File: src/design/spq_pkg.sv
package spq_pkg;

  // Width of one stored entry and of the value fields.
  localparam int DATA_W = 32;

  // Default number of cells in the row.
  localparam int DEFAULT_CAPACITY = 16;

  // Width of the entry_count result field.
  localparam int COUNT_OUT_W = 5;

  // Operation codes carried by an input transfer.
  typedef enum logic [1:0] {
    OP_ENQ = 2'd0,
    OP_DEQ = 2'd1,
    OP_CLR = 2'd2
  } op_t;

  // Per-cycle command broadcast to every cell of the row.
  typedef struct packed {
    logic enq;
    logic deq;
    logic clr;
    logic max_first;
  } cell_ctrl_t;

endpackage

File: src/design/spq_cell.sv
module spq_cell (
  input  logic                                clk,
  input  logic                                rst_n,
  input  spq_pkg::cell_ctrl_t                 ctrl,
  input  logic signed [spq_pkg::DATA_W-1:0]   new_value,
  input  logic signed [spq_pkg::DATA_W-1:0]   left_value,
  input  logic                                left_valid,
  input  logic signed [spq_pkg::DATA_W-1:0]   right_value,
  input  logic                                right_valid,
  input  logic                                taken_in,
  output logic                                taken_out,
  output logic signed [spq_pkg::DATA_W-1:0]   value,
  output logic                                valid
);

  logic signed [spq_pkg::DATA_W-1:0] value_r;
  logic signed [spq_pkg::DATA_W-1:0] value_nxt;
  logic                              valid_r;
  logic                              valid_nxt;
  logic                              goes_before;
  logic                              claim;

  // The new value belongs in front of this entry when the entry would be
  // served after it. An empty cell also claims the value, which puts it at
  // the tail when no held entry ranks below it.
  assign goes_before = valid_r &&
                       (ctrl.max_first ? (value_r < new_value) : (value_r > new_value));
  assign claim       = goes_before || !valid_r;
  assign taken_out   = taken_in || claim;

  always_comb begin
    value_nxt = value_r;
    valid_nxt = valid_r;
    priority if (ctrl.clr) begin
      valid_nxt = 1'b0;
    end else if (ctrl.deq) begin
      value_nxt = right_value;
      valid_nxt = right_valid;
    end else if (ctrl.enq) begin
      priority if (taken_in) begin
        value_nxt = left_value;
        valid_nxt = left_valid;
      end else if (claim) begin
        value_nxt = new_value;
        valid_nxt = 1'b1;
      end
    end
  end

  always_ff @(posedge clk) begin
    value_r <= value_nxt;
    if (!rst_n) begin
      valid_r <= 1'b0;
    end else begin
      valid_r <= valid_nxt;
    end
  end

  assign value = value_r;
  assign valid = valid_r;

endmodule

File: src/design/sorted_priority_queue.sv
// Latency: the result of an input transfer is offered on the result channel
// in the cycle after the transfer, straight from the updated cells.
// Throughput: one item per cycle while the result channel is not stalled;
// every cell decides its next entry in the same cycle.
// Reset (rst_n low at a clock edge): the queue is empty, no result is pending
// and max_first returns to 1. Stored values are left as they are.
module sorted_priority_queue #(
  parameter int CAPACITY = spq_pkg::DEFAULT_CAPACITY
) (
  input  logic                                clk,
  input  logic                                rst_n,
  // Configuration port.
  input  logic                                cfg_wr_en,
  input  logic                                cfg_wr_data,
  // Input channel.
  input  logic                                in_valid,
  output logic                                in_ready,
  input  logic [1:0]                          in_opcode,
  input  logic signed [spq_pkg::DATA_W-1:0]   in_value,
  // Result channel.
  output logic                                out_valid,
  input  logic                                out_ready,
  output logic signed [spq_pkg::DATA_W-1:0]   out_front_value,
  output logic                                out_is_empty,
  output logic [spq_pkg::COUNT_OUT_W-1:0]     out_entry_count,
  output logic                                out_rejected
);

  localparam int CNT_W = $clog2(CAPACITY + 1);

  // The row of cells holds the queue in service order: cell 0 is the front.
  // Valid cells always form an unbroken run starting at cell 0.
  logic signed [spq_pkg::DATA_W-1:0] cell_value [CAPACITY];
  logic [CAPACITY-1:0]               cell_valid;
  logic [CAPACITY:0]                 taken;

  logic                 max_first_r;
  logic [CNT_W-1:0]     count_r;
  logic [CNT_W-1:0]     count_nxt;
  logic                 rej_r;
  logic                 rej_nxt;
  logic                 out_valid_r;
  logic                 in_accept;
  logic                 full;
  logic                 empty;
  spq_pkg::op_t         op;
  spq_pkg::cell_ctrl_t  ctrl;

  // A new transfer is taken whenever the result slot is free or is being
  // emptied in the same cycle. The result fields are read directly from the
  // cells, which only change on an accepted transfer, so a pending result
  // holds steady while it waits.
  assign in_accept = in_valid && in_ready;
  assign in_ready  = !out_valid_r || out_ready;
  assign full      = cell_valid[CAPACITY-1];
  assign empty     = !cell_valid[0];
  assign op        = spq_pkg::op_t'(in_opcode);

  // Decode the operation into one command for the whole row. A rejected
  // operation and the unused opcode leave the row untouched.
  always_comb begin
    ctrl           = '0;
    ctrl.max_first = max_first_r;
    count_nxt      = count_r;
    rej_nxt        = rej_r;
    if (in_accept) begin
      rej_nxt = 1'b0;
      unique case (op)
        spq_pkg::OP_ENQ: begin
          if (full) begin
            rej_nxt = 1'b1;
          end else begin
            ctrl.enq  = 1'b1;
            count_nxt = count_r + CNT_W'(1);
          end
        end
        spq_pkg::OP_DEQ: begin
          if (empty) begin
            rej_nxt = 1'b1;
          end else begin
            ctrl.deq  = 1'b1;
            count_nxt = count_r - CNT_W'(1);
          end
        end
        spq_pkg::OP_CLR: begin
          ctrl.clr  = 1'b1;
          count_nxt = '0;
        end
        default: begin
          rej_nxt = 1'b0;
        end
      endcase
    end
  end

  // The insert position ripples down the row: once a cell has claimed the
  // new value, every cell after it takes its left neighbor's entry.
  assign taken[0] = 1'b0;

  for (genvar i = 0; i < CAPACITY; i++) begin : g_cell
    logic signed [spq_pkg::DATA_W-1:0] left_value;
    logic                              left_valid;
    logic signed [spq_pkg::DATA_W-1:0] right_value;
    logic                              right_valid;

    if (i == 0) begin : g_head
      assign left_value = '0;
      assign left_valid = 1'b0;
    end else begin : g_body
      assign left_value = cell_value[i-1];
      assign left_valid = cell_valid[i-1];
    end

    if (i == CAPACITY - 1) begin : g_tail
      assign right_value = '0;
      assign right_valid = 1'b0;
    end else begin : g_inner
      assign right_value = cell_value[i+1];
      assign right_valid = cell_valid[i+1];
    end

    spq_cell u_cell (
      .clk         (clk),
      .rst_n       (rst_n),
      .ctrl        (ctrl),
      .new_value   (in_value),
      .left_value  (left_value),
      .left_valid  (left_valid),
      .right_value (right_value),
      .right_valid (right_valid),
      .taken_in    (taken[i]),
      .taken_out   (taken[i+1]),
      .value       (cell_value[i]),
      .valid       (cell_valid[i])
    );
  end

  always_ff @(posedge clk) begin
    if (!rst_n) begin
      max_first_r <= 1'b1;
      count_r     <= '0;
      rej_r       <= 1'b0;
      out_valid_r <= 1'b0;
    end else begin
      if (cfg_wr_en) begin
        max_first_r <= cfg_wr_data;
      end
      count_r <= count_nxt;
      rej_r   <= rej_nxt;
      if (in_accept) begin
        out_valid_r <= 1'b1;
      end else if (out_ready) begin
        out_valid_r <= 1'b0;
      end
    end
  end

  // Result fields: the front entry, or zero when nothing is held.
  assign out_valid       = out_valid_r;
  assign out_front_value = cell_valid[0] ? cell_value[0] : '0;
  assign out_is_empty    = !cell_valid[0];
  assign out_entry_count = spq_pkg::COUNT_OUT_W'(count_r);
  assign out_rejected    = rej_r;

  // The valid cells must stay a solid run from the front of the row.
  a_valid_run: assert property (@(posedge clk) disable iff (!rst_n)
    (cell_valid & (cell_valid + CAPACITY'(1))) == '0)
    else $error("valid cells are not contiguous from the front");

  // The entry counter must agree with the number of valid cells.
  a_count_match: assert property (@(posedge clk) disable iff (!rst_n)
    $countones(cell_valid) == int'(count_r))
    else $error("entry counter disagrees with the valid cells");

  // An enqueue that finds room grows the queue by exactly one entry.
  a_enq_grows: assert property (@(posedge clk) disable iff (!rst_n)
    (in_accept && op == spq_pkg::OP_ENQ && !full) |=>
      (count_r == $past(count_r) + CNT_W'(1)) && !rej_r)
    else $error("accepted enqueue did not add one entry");

  // A dequeue on an empty queue is flagged and changes nothing.
  a_deq_empty: assert property (@(posedge clk) disable iff (!rst_n)
    (in_accept && op == spq_pkg::OP_DEQ && empty) |=>
      rej_r && count_r == '0 && !cell_valid[0])
    else $error("dequeue while empty was not rejected cleanly");

endmodule
File: config.mk
export PLATFORM = sky130hd
export DESIGN_NAME = sorted_priority_queue
export DESIGN_NICKNAME = d
export VERILOG_FILES = /design/src/design/spq_pkg.sv /design/src/design/spq_cell.sv /design/src/design/sorted_priority_queue.sv
export SDC_FILE = /design/constraint.sdc
export NUM_CORES = 2
export LEC_CHECK = 0
export CAP_MARGIN = 20
export CORE_ASPECT_RATIO = 0.75
export CORE_MARGIN = 1.5
export CORE_UTILIZATION = 45
export DETAILED_ROUTE_END_ITERATION = 6
export DONT_BUFFER_PORTS = 1
export PLACE_DENSITY = 0.74
export SKIP_LAST_GASP = 1
export SLEW_MARGIN = 0
export SYNTH_ARGS = -nofsm -noshare
export SYNTH_HDL_FRONTEND = slang
export SYNTH_HIERARCHICAL = 1
export SYNTH_SLANG_ARGS = --single-unit
File: constraint.sdc
create_clock -name clk -period 13.05 [get_ports clk]
set_input_delay 0.6525 -clock clk [delete_from_list [all_inputs] [get_ports clk]]
set_output_delay 0.6525 -clock clk [all_outputs]
set_load 0.01 [all_outputs]
==> qor.txt <==
run status -> finished, violations left
failing checks -> design-rule violations
initial core utilization -> 0.453
largest fanout on the critical path -> 34
PwrDens -> 97.7 nW/um^2
Psw -> 1210 uW
Setup CP Type -> flop to flop
DP Wirelength -> 79.6 mm
Mapped Area -> 42200 um^2
core area -> 93200 um^2
pin count of the biggest net entering global routing -> 212
Post-layout nets -> 5026
Sink Count -> 536
crit path time final -> 12.11 ns
Int Power -> 3290 uW
Flop pwr share -> 0.460
Vias/cell -> 5.81
wirelength, routed -> 110 mm
GRT Util Overall -> 0.225
Antenna Cells -> 0
crit path DAT -> 12.50 ns
Tot Pwr -> 4500 uW
Detailed Route Iter0 Violations -> 3391
Critical Path RT -> 13.43 ns
setup TNS -> 0 ns
TritonCTS Buffers -> 56
vias in the first global route -> 32000
fin. max-slew vios -> 0
period utilization -> 0.928
combinational power share -> 0.140
max_slew headroom -> 0.324
First-pass DRT Iterations -> 7
skew final -> 0.0273 ns
routability cong. -> 0.859
Worst R2R Setup Slack -> 0.94 ns
chip width -> 357 um
mean area per synthesized cell -> 9.42 um^2
first-pass GRT wire length -> 174 mm
# DRC -> 4
Startpoint Class -> flop
HP Class -> primary input to flop
CTS tree -> built
crit-path most repeated cell -> a211o_2
worst slew pin tran -> 1.01 ns
hold_buf cts -> 0
Vias -> 33400
switching share of power -> 0.269
# port buffers -> 0
Max Cap Viol -> 0
CP max-delay cell -> or4_4
layout cells sized above 1 -> 0.0759
clock network fraction of total power -> 0.400
I/O pins -> 81
wire per inst -> 19.1 um
FP Rows -> 97
post-CTS sizing -> 0
Worst-Skew Late Latency -> 0.64 ns
Pleak -> 0.0223 uW
synthesis-to-finish area growth -> 8.97%
Final Core Density -> 0.494
final setup fails -> 0
FMAX -> 82.6 MHz
initial antenna violation count -> 3
Fin. Hold Viols -> 0
Post-CTS Setup Inserts -> 0
Gate Count Post-Synth -> 4481
CTS H-tree depth -> 2
Chip Height -> 268 um
Reg clk slew, reported paths -> 0.06 ns
ANT nets after route -> 0
die footprint -> 95700 um^2
Clk Tree Root Cell -> clkbuf_16
Warnings, synthesis -> 6
Max VDD drop -> 0.0999 mV
Clock Tree Buf Depth -> 3
unrepaired setup endpoints after global routing -> no
crit-path max cell delay -> 0.68 ns
Critical Path Sink Type -> flop
global route overflow -> 0
layer usage:
layer | GRT usage | vias to the layer above | share of wire
li1 | - | 15900 | -
met1 | 0.349 | 16300 | 0.49
met2 | 0.328 | 1104 | 0.42
met3 | 0.0346 | 101 | 0.083
met4 | 0.0388 | 4 | 0.012
met5 | 0 | - | 0.00019
stage by stage:
stage                     std cells  hold WS, ns  setup slack, ns  cell area, um^2
after CTS                      5748       0.0926             1.08            45800
after global routing           5755       0.0963            0.657            46000
after floorplan                4547        0.459           0.0356            42700
after global placement         5643        0.485             1.06            43800
final                          5755        0.127            0.936            46000
after detailed placement       5644        0.493            0.882            43900
flip-flops by register name, summed over array words and instances (netlist names):
register,count
g_cell.u_cell/value,512
g_cell.u_cell/valid,16
out_rejected,1
out_entry_count,5
max_first_r,1
out_valid,1
path summary, 6_finish.rpt:
check / cells after the start / end / from
max: 40 / g_cell[15].u_cell/value[26] / g_cell[0].u_cell/value[25]
min reg2reg: 2 / g_cell[12].u_cell/valid / g_cell[12].u_cell/valid
min: 1 / max_first_r / rst_n
max reg2reg: 40 / g_cell[15].u_cell/value[26] / g_cell[0].u_cell/value[25]
layout make-up:
class	instances	area, um^2
fill	8545	47200
multi-input combinational	3297	24100
timing repair buffer	48	520
sequential	536	15900
tap	1237	1550
clock buffer	62	1450
clock inverter	42	531
inverter	533	2000
worst max-delay path: cells and delay by family, from the launching register on:
| family | cells | cell delay, ns |
|---|---|---|
| AOI/OAI and AO/OA | 17 | 4.76 |
| adders and majority gates | 1 | 0.33 |
| buffers and inverters | 2 | 0.56 |
| DFF | 1 | 0.42 |
| and+or+nand+nor | 20 | 5.72 |
cell usage in the layout (no fill, tap or decap), drive strengths merged, types with 32 or more instances in the layout:
cell / n
nor2: 66
ha: 514
nand2b: 50
edfxtp: 512
inv: 534
o21ai: 644
buf: 48
nand2: 724
nand4: 96
conb: 67
a21oi: 215
a221oi: 32
mux2i: 530
clkbuf: 62
and2: 33
a21o: 48
power by group through the flow:
stage | Sequential, uW | Combinational [uW] | Clock (uW)
after floorplan | 2080 | 448 | 0
after global placement | 2100 | 571 | 0
after detailed placement | 2100 | 604 | 0
after CTS | 2070 | 610 | 1820
after global routing | 2080 | 710 | 1890
final | 2070 | 630 | 1800
(Power assumes the default switching activity.)
